**config.mk**
```make
export PLATFORM = sky130hd
export DESIGN_NAME = lepg_div_pipe
export DESIGN_NICKNAME = d
export VERILOG_FILES = /design/src/rtl/core/lepg_div_pipe.sv
export SDC_FILE = /design/constraint.sdc
export NUM_CORES = 2
export LEC_CHECK = 0
export ABC_AREA = 1
export BUFFER_PORTS_ARGS = -buffer_cell sky130_fd_sc_hd__buf_2
export CAP_MARGIN = 20
export CELL_PAD_IN_SITES_DETAIL_PLACEMENT = 1
export CELL_PAD_IN_SITES_GLOBAL_PLACEMENT = 1
export CORE_MARGIN = 3
export CORE_UTILIZATION = 51
export CTS_CLUSTER_DIAMETER = 40
export DETAILED_ROUTE_END_ITERATION = 10
export GPL_ROUTABILITY_DRIVEN = 0
export GPL_TIMING_DRIVEN = 0
export PLACE_DENSITY = 0.86
export SLEW_MARGIN = 10
export SYNTH_ARGS = -nofsm -noshare
export SYNTH_HDL_FRONTEND = slang
export SYNTH_SLANG_ARGS = --single-unit
```
**constraint.sdc**
```tcl
create_clock -name aclk -period 2.8 [get_ports aclk]
set_clock_uncertainty 0.2 [all_clocks]
set_input_delay 0 -clock aclk [delete_from_list [all_inputs] [get_ports aclk]]
set_output_delay 0 -clock aclk [all_outputs]
set_load 0.05 [all_outputs]
```
**src/rtl/core/lepg_div_pipe.sv**
```systemverilog
// Pipelined restoring divider, one quotient bit per stage, with side payload.
`default_nettype none
module lepg_div_pipe #(
    parameter int DVD_W  = 32,
    parameter int DVS_W  = 14,
    parameter int SIDE_W = 1
) (
    input  wire logic              aclk,
    input  wire logic              aresetn,
    input  wire logic              en,
    input  wire logic              in_valid,
    input  wire logic [DVD_W-1:0]  in_dividend,
    input  wire logic [DVS_W-1:0]  in_divisor,
    input  wire logic [SIDE_W-1:0] in_side,
    output logic                   out_valid,
    output logic [DVD_W-1:0]       out_quot,
    output logic [DVS_W-1:0]       out_rem,
    output logic [SIDE_W-1:0]      out_side
);

    logic              v_reg [DVD_W];
    logic [DVD_W-1:0]  w_reg [DVD_W];
    logic [DVS_W-1:0]  r_reg [DVD_W];
    logic [DVS_W-1:0]  d_reg [DVD_W];
    logic [SIDE_W-1:0] s_reg [DVD_W];

    for (genvar i = 0; i < DVD_W; i++) begin : g_stage
        logic              v_in;
        logic [DVD_W-1:0]  w_in;
        logic [DVS_W-1:0]  r_in;
        logic [DVS_W-1:0]  d_in;
        logic [SIDE_W-1:0] s_in;
        logic [DVS_W:0]    trial;
        logic              fits;
        logic [DVD_W-1:0]  w_next;
        logic [DVS_W-1:0]  r_next;

        if (i == 0) begin : g_first
            assign v_in = in_valid;
            assign w_in = in_dividend;
            assign r_in = '0;
            assign d_in = in_divisor;
            assign s_in = in_side;
        end else begin : g_rest
            assign v_in = v_reg[i-1];
            assign w_in = w_reg[i-1];
            assign r_in = r_reg[i-1];
            assign d_in = d_reg[i-1];
            assign s_in = s_reg[i-1];
        end

        // Shift the next dividend bit into the partial remainder
        assign trial  = {r_in, w_in[DVD_W-1]};
        assign fits   = trial >= {1'b0, d_in};
        assign w_next = {w_in[DVD_W-2:0], fits};
        assign r_next = fits ? DVS_W'(trial - {1'b0, d_in}) : trial[DVS_W-1:0];

        always_ff @(posedge aclk) begin
            if (!aresetn) begin
                v_reg[i] <= 1'b0;
            end else if (en) begin
                v_reg[i] <= v_in;
            end
        end

        always_ff @(posedge aclk) begin
            if (en) begin
                w_reg[i] <= w_next;
                r_reg[i] <= r_next;
                d_reg[i] <= d_in;
                s_reg[i] <= s_in;
            end
        end
    end

    assign out_valid = v_reg[DVD_W-1];
    assign out_quot  = w_reg[DVD_W-1];
    assign out_rem   = r_reg[DVD_W-1];
    assign out_side  = s_reg[DVD_W-1];

endmodule
`default_nettype wire

```
# After elaboration in Yosys (flattened, before gate mapping)
# Memories as Yosys holds them, arrays and structs flattened.
# Index checks and enable logic that the tools add are counted.
[totals] wordCells=170 in_bits=51 reg_bits=0 ramBits=1984 mem_count=5
[op_classes] muxes=69 bitwise=32 addsub=32 magnitude_cmp=32
[memory_table] name="w_reg" depth=32 word_bits=32 read_ports=32 rd_clocked_by_memory_dff=0 wr=32 line="22" source="logic [DVD_W-1:0] w_reg [DVD_W];"
[memory_table] name="d_reg" depth=32 word_bits=14 read_ports=31 rd_clocked_by_memory_dff=0 wr=32 line="24" source="logic [DVS_W-1:0] d_reg [DVD_W];"
[memory_table] name="r_reg" depth=32 word_bits=14 read_ports=32 rd_clocked_by_memory_dff=0 wr=32 line="23" source="logic [DVS_W-1:0] r_reg [DVD_W];"
[memory_table] name="s_reg" depth=32 word_bits=1 read_ports=32 rd_clocked_by_memory_dff=0 wr=32 line="25" source="logic [SIDE_W-1:0] s_reg [DVD_W];"
[memory_table] name="v_reg" depth=32 word_bits=1 read_ports=32 rd_clocked_by_memory_dff=0 wr=32 line="21" source="logic v_reg [DVD_W];"
[op_table] op="$ge 15x14->1" n=31
[op_table] op="$mux 14" n=32
[op_table] op="$sub 14x14->14" n=31
[op_table] op="$mux 1" n=37
[op_table] op="$or 1x1->1" n=32
[op_table] op="$ge 1x14->1" n=1
[op_table] op="$sub 1x14->14" n=1

# Logic depth before layout (Yosys ltp)
[logic_depth] depth_word=4 depth_mapped=14

# Least setup slack after synthesis
# Ideal clock, no wire load.
[synth_path] path_type="flip-flop to flip-flop" start="mem r_reg[2][8]" end="mem r_reg[3][13], data pin" synth_period_minus_slack_ps=2070 stages_incl_launch_ff=11 setup_slack_ps=730 t_arrival_ps=1617 path_cell_list="edfxtp_1 ha_1 nand2_1 inv_1 nand2_1 nand2_1 a21oi_4 nand3_4 buf_8 nand3_1 nand2_1"
[synth_lines] item="start: declaration" line="23"

==> impl_metrics.py <==
metrics = {
    "floorplanning": {
        "die-height_um": 441.1,
        "coreArea_um2": 188000,
        "dieArea_um2": 194600,
        "fp-row-count": 159,
        "start_util_pct": 51.36,
        "io_pins": 99,
        "die_x_um": 441.1,
    },
    "clocking": {
        "cts_buffer_depth": 4,
        "numCtsBuffers": 314,
        "clkLatencyLatePin_ns": 0.93,
        "clkTransAtPathRegs_ns": 0.07,
        "htreeDepth": 5,
        "cts_sinks": 1970,
        "cts_tree": "built",
        "clock-root-buffer": "clkbuf_16",
    },
    "final_layout": {
        "layout-drive-gt1-share_pct": 12.26,
        "largest_reg_flops": 1024,
        "seqCellArea_um2": 59150,
        "fillers": 19864,
        "final_cells": 12302,
        "final_area_um2": 111900,
        "nets": 10120,
        "multiInputGateArea_um2": 29830,
        "syn_to_final_growth_pct": 15.88,
    },
    "timing": {
        "relSlewSlack_pct": 36.18,
        "fin_setup_tns_ns": 0,
        "tightest_slew_ns": 0.9572,
        "finalCritPeriodShare_pct": 97.87,
        "finalSetupViolCount": 0,
        "period_minus_slack_ns": 2.740,
        "finalHoldViolations": 545,
        "report.final.slew_viol_count": 0,
        "whs_ns": -0.6549,
        "fmax_mhz": 364.9,
    },
    "global_route": {
        "antenna_found_initial": 3,
        "grt_max_degree": 168,
        "grtUsageTotal_pct": 25.15,
        "grt_pass1_wl_um": 389400,
        "grt.overflow.total": 0,
        "grt_pass1_vias": 72555,
    },
    "min_path": {
        "min_from": "en",
        "min_delay_worst_endpoint": "w_reg[0][23]$_DFFE_PP_",
        "hold_depth": 1,
        "hp-class": "input port to flop",
    },
    "setup_path": {
        "r2r_slack_ns": 0.06,
        "r2r_start": "w_reg[14][31]$_DFFE_PP_",
        "r2r-end": "r_reg[15][8]$_DFFE_PP_",
        "crit_fanout": 4,
        "rr_worst_depth": 10,
        "critPathArrivalTime_ns": 3.16,
        "cp-end-kind": "flop",
        "crit_type": "flop to flop",
        "cp.required_ns": 3.22,
        "critPathLaunchType": "flop",
    },
    "job": {
        "maxCapViolations": 0,
    },
    "synth": {
        "async_flop_share_pct": 0,
        "synth_top_flop_cell": "edfxtp_1",
        "post_synth_fa_ha_maj_area_fraction_pct": 6.695,
        "synthesis.nets": 9590,
        "syn_area_um2": 96550,
        "synth_top_family_by_area": "simple AND/OR/NAND/NOR gates",
        "yosys_warnings": 0,
        "ys_ff_latch": 1970,
        "muxShareOfSynthArea_pct": 0,
        "synth_cell_types": 46,
        "synthXorXnorAreaFrac_pct": 1.978,
        "ys_seq_area_share_pct": 61.26,
        "synthCells": 9041,
        "synth_edf_count": 1969,
        "synth-simple-area-share_pct": 19.12,
        "synth-compound-area-share_pct": 3.086,
        "avgSynthCellArea_um2": 10.68,
    },
    "placement": {
        "dpl_cell_area_um2": 100500,
        "port_buffers": 98,
        "placedCellCount": 11648,
        "dp_hpwl_um": 164300,
    },
    "route": {
        "vias": 65830,
        "firstDrtPassIters": 6,
        "wl_per_cell_um": 19.95,
        "final_antenna_net_count": 0,
        "vias_per_cell": 5.351,
        "drt_iter0_markers": 4416,
        "drt_wl_total_um": 245400,
        "drc": 0,
    },
    "power_and_ir_drop": {
        "leakagePower_nw": 50.09,
        "vdd_drop_max_uv": 580.1,
        "power-per-cell-area_nw_per_um2": 1133,
    },
    "run_status": {
        "violations": "negative hold slack",
        "outcome": "finished with violations",
    },
}
## synth_stat cells, types with 53 or more instances
cell type  number  area share (%)
nand2_1      2433             9.5
edfxtp_1     1969              61
inv_1        1732             6.7
nand3_1       478             2.5
ha_1          467             6.1
nor2_1        420             1.6
nand4_1       249             1.6
xor2_1        169             1.5
o21ai_1       157            0.81
a21oi_1       148            0.77
nand2_2       120            0.78
o21ai_2        82            0.74
inv_2          76            0.30
nor2_2         69            0.45
and2_1         53            0.34
## layout make-up
| class | count | share of cell area [%] |
|---|---|---|
| clock inverter | 207 | 1.984 |
| buffer | 71 | 0.7169 |
| tap | 2495 | 2.790 |
| inverter | 1809 | 6.069 |
| timing repair buffer | 214 | 1.725 |
| sequential | 1970 | 52.87 |
| antenna | 2 | 0.004474 |
| clock buffer | 343 | 7.178 |
| multi-input combinational | 5191 | 26.66 |
## worst max-delay path, stage by stage (launching register included)
cell and delay [ns]:
edfxtp_1 0.52, inv_1 0.17, ha_1 0.18, inv_1 0.06
fa_1 0.46, nand3_1 0.19, nand3_2 0.18, a21oi_1 0.21
xnor2_1 0.08, nand2_1 0.07, nand2_1 0.13
## cell usage in the layout (no fill, tap or decap), types with 14 or more instances in the layout
cell / synthesis / routed
clkinv_4: 0 / 36
o21ai_1: 157 / 156
nand2_2: 120 / 121
bufinv_16: 0 / 30
edfxtp_1: 1969 / 1969
o21ai_2: 82 / 83
xnor2_1: 49 / 49
inv_2: 76 / 76
or2_1: 14 / 14
inv_6: 0 / 40
ha_1: 467 / 467
nand2_1: 2433 / 2432
nand3_2: 44 / 46
clkbuf_16: 0 / 318
nand4_1: 249 / 249
buf_16: 0 / 14
a21oi_4: 25 / 25
nor2_1: 420 / 418
xor2_1: 169 / 169
buf_6: 42 / 42
clkinv_2: 0 / 32
dlygate4sd3_1: 0 / 99
fa_1: 31 / 31
inv_8: 0 / 19
nand3_1: 478 / 476
a21oi_1: 148 / 148
clkinv_1: 1 / 29
inv_1: 1732 / 1732
o21bai_1: 21 / 21
nor2_2: 69 / 71
clkinvlp_4: 0 / 21
clkbuf_1: 3 / 29
buf_2: 4 / 101
and2_1: 53 / 53
nand3_4: 41 / 41
nand3b_1: 32 / 32
nor2_4: 19 / 19
## worst max-delay path by stage
stage	start	endpoint	slack [ns]	cells past startpoint
2_1_floorplan	r_reg[2][8]$_DFFE_PP_	r_reg[3][13]$_DFFE_PP_	0.73	10
3_3_place_gp	en	v_reg[1][13]$_DFFE_PP_	-32.00	4
3_5_place_dp	en	v_reg[0][6]$_DFFE_PP_	-1.05	7
4_1_cts	d_reg[1][37]$_DFFE_PP_	r_reg[19][9]$_DFFE_PP_	0.004	11
5_1_grt	w_reg[14][31]$_DFFE_PP_	r_reg[15][12]$_DFFE_PP_	-0.03	10
6_report	w_reg[14][31]$_DFFE_PP_	r_reg[15][8]$_DFFE_PP_	0.06	10
## layer usage
metal	part of all wire (%)	global-route usage (%)	routed length (µm)	up-vias
li1	-	-	-	30820
met4	4.5	11.26	10990	2
met3	4.4	3.794	10690	758
met1	40	29.70	96960	32399
met5	0.0069	0	17	-
met2	52	45.20	126700	1851
## where the power goes
| part | leakage, nW | internal [W] | switching [W] |
|---|---|---|---|
| clock network | 4.98 | 0.0238 | 0.0143 |
| logic | 25.8 | 0.0151 | 0.0306 |
| registers | 19.3 | 0.0397 | 0.00326 |
## cells by family (layout without fill, tap and decap cells)
| kind of cell | after synthesis | count (layout) |
|---|---|---|
| adder cells (fa/ha/maj) | 498 | 498 |
| other | 0 | 2 |
| flip-flops | 1970 | 1970 |
| buffers and inverters | 1880 | 2644 |
| AND/OR/NAND/NOR | 4016 | 4016 |
| XOR/XNOR | 218 | 218 |
| AO/OA/AOI/OAI | 459 | 459 |
## per-stage QoR
step / power, W / util [%] / setup WS [ns]
floorplan: 0.07375 / - / 0.7303
global placement: 0.08406 / 53.28 / -32.00
detailed placement: 0.08669 / 53.48 / -1.046
CTS: 0.1269 / 59.46 / 0.003761
global route: 0.1340 / 59.51 / -0.02533
finish: 0.1267 / 59.51 / 0.05957
## repair_timing
item / CTS / global route
buffers inserted: 0 / 1
pin swaps: 0 / 0
setup endpoints to repair: 16 / 71
cloned: 0 / 1
hold buffers: 99 / 1
gates resized for setup: 1 / 5
hold endpoints to repair: 838 / 585
Power figures use the tool's default switching activity.
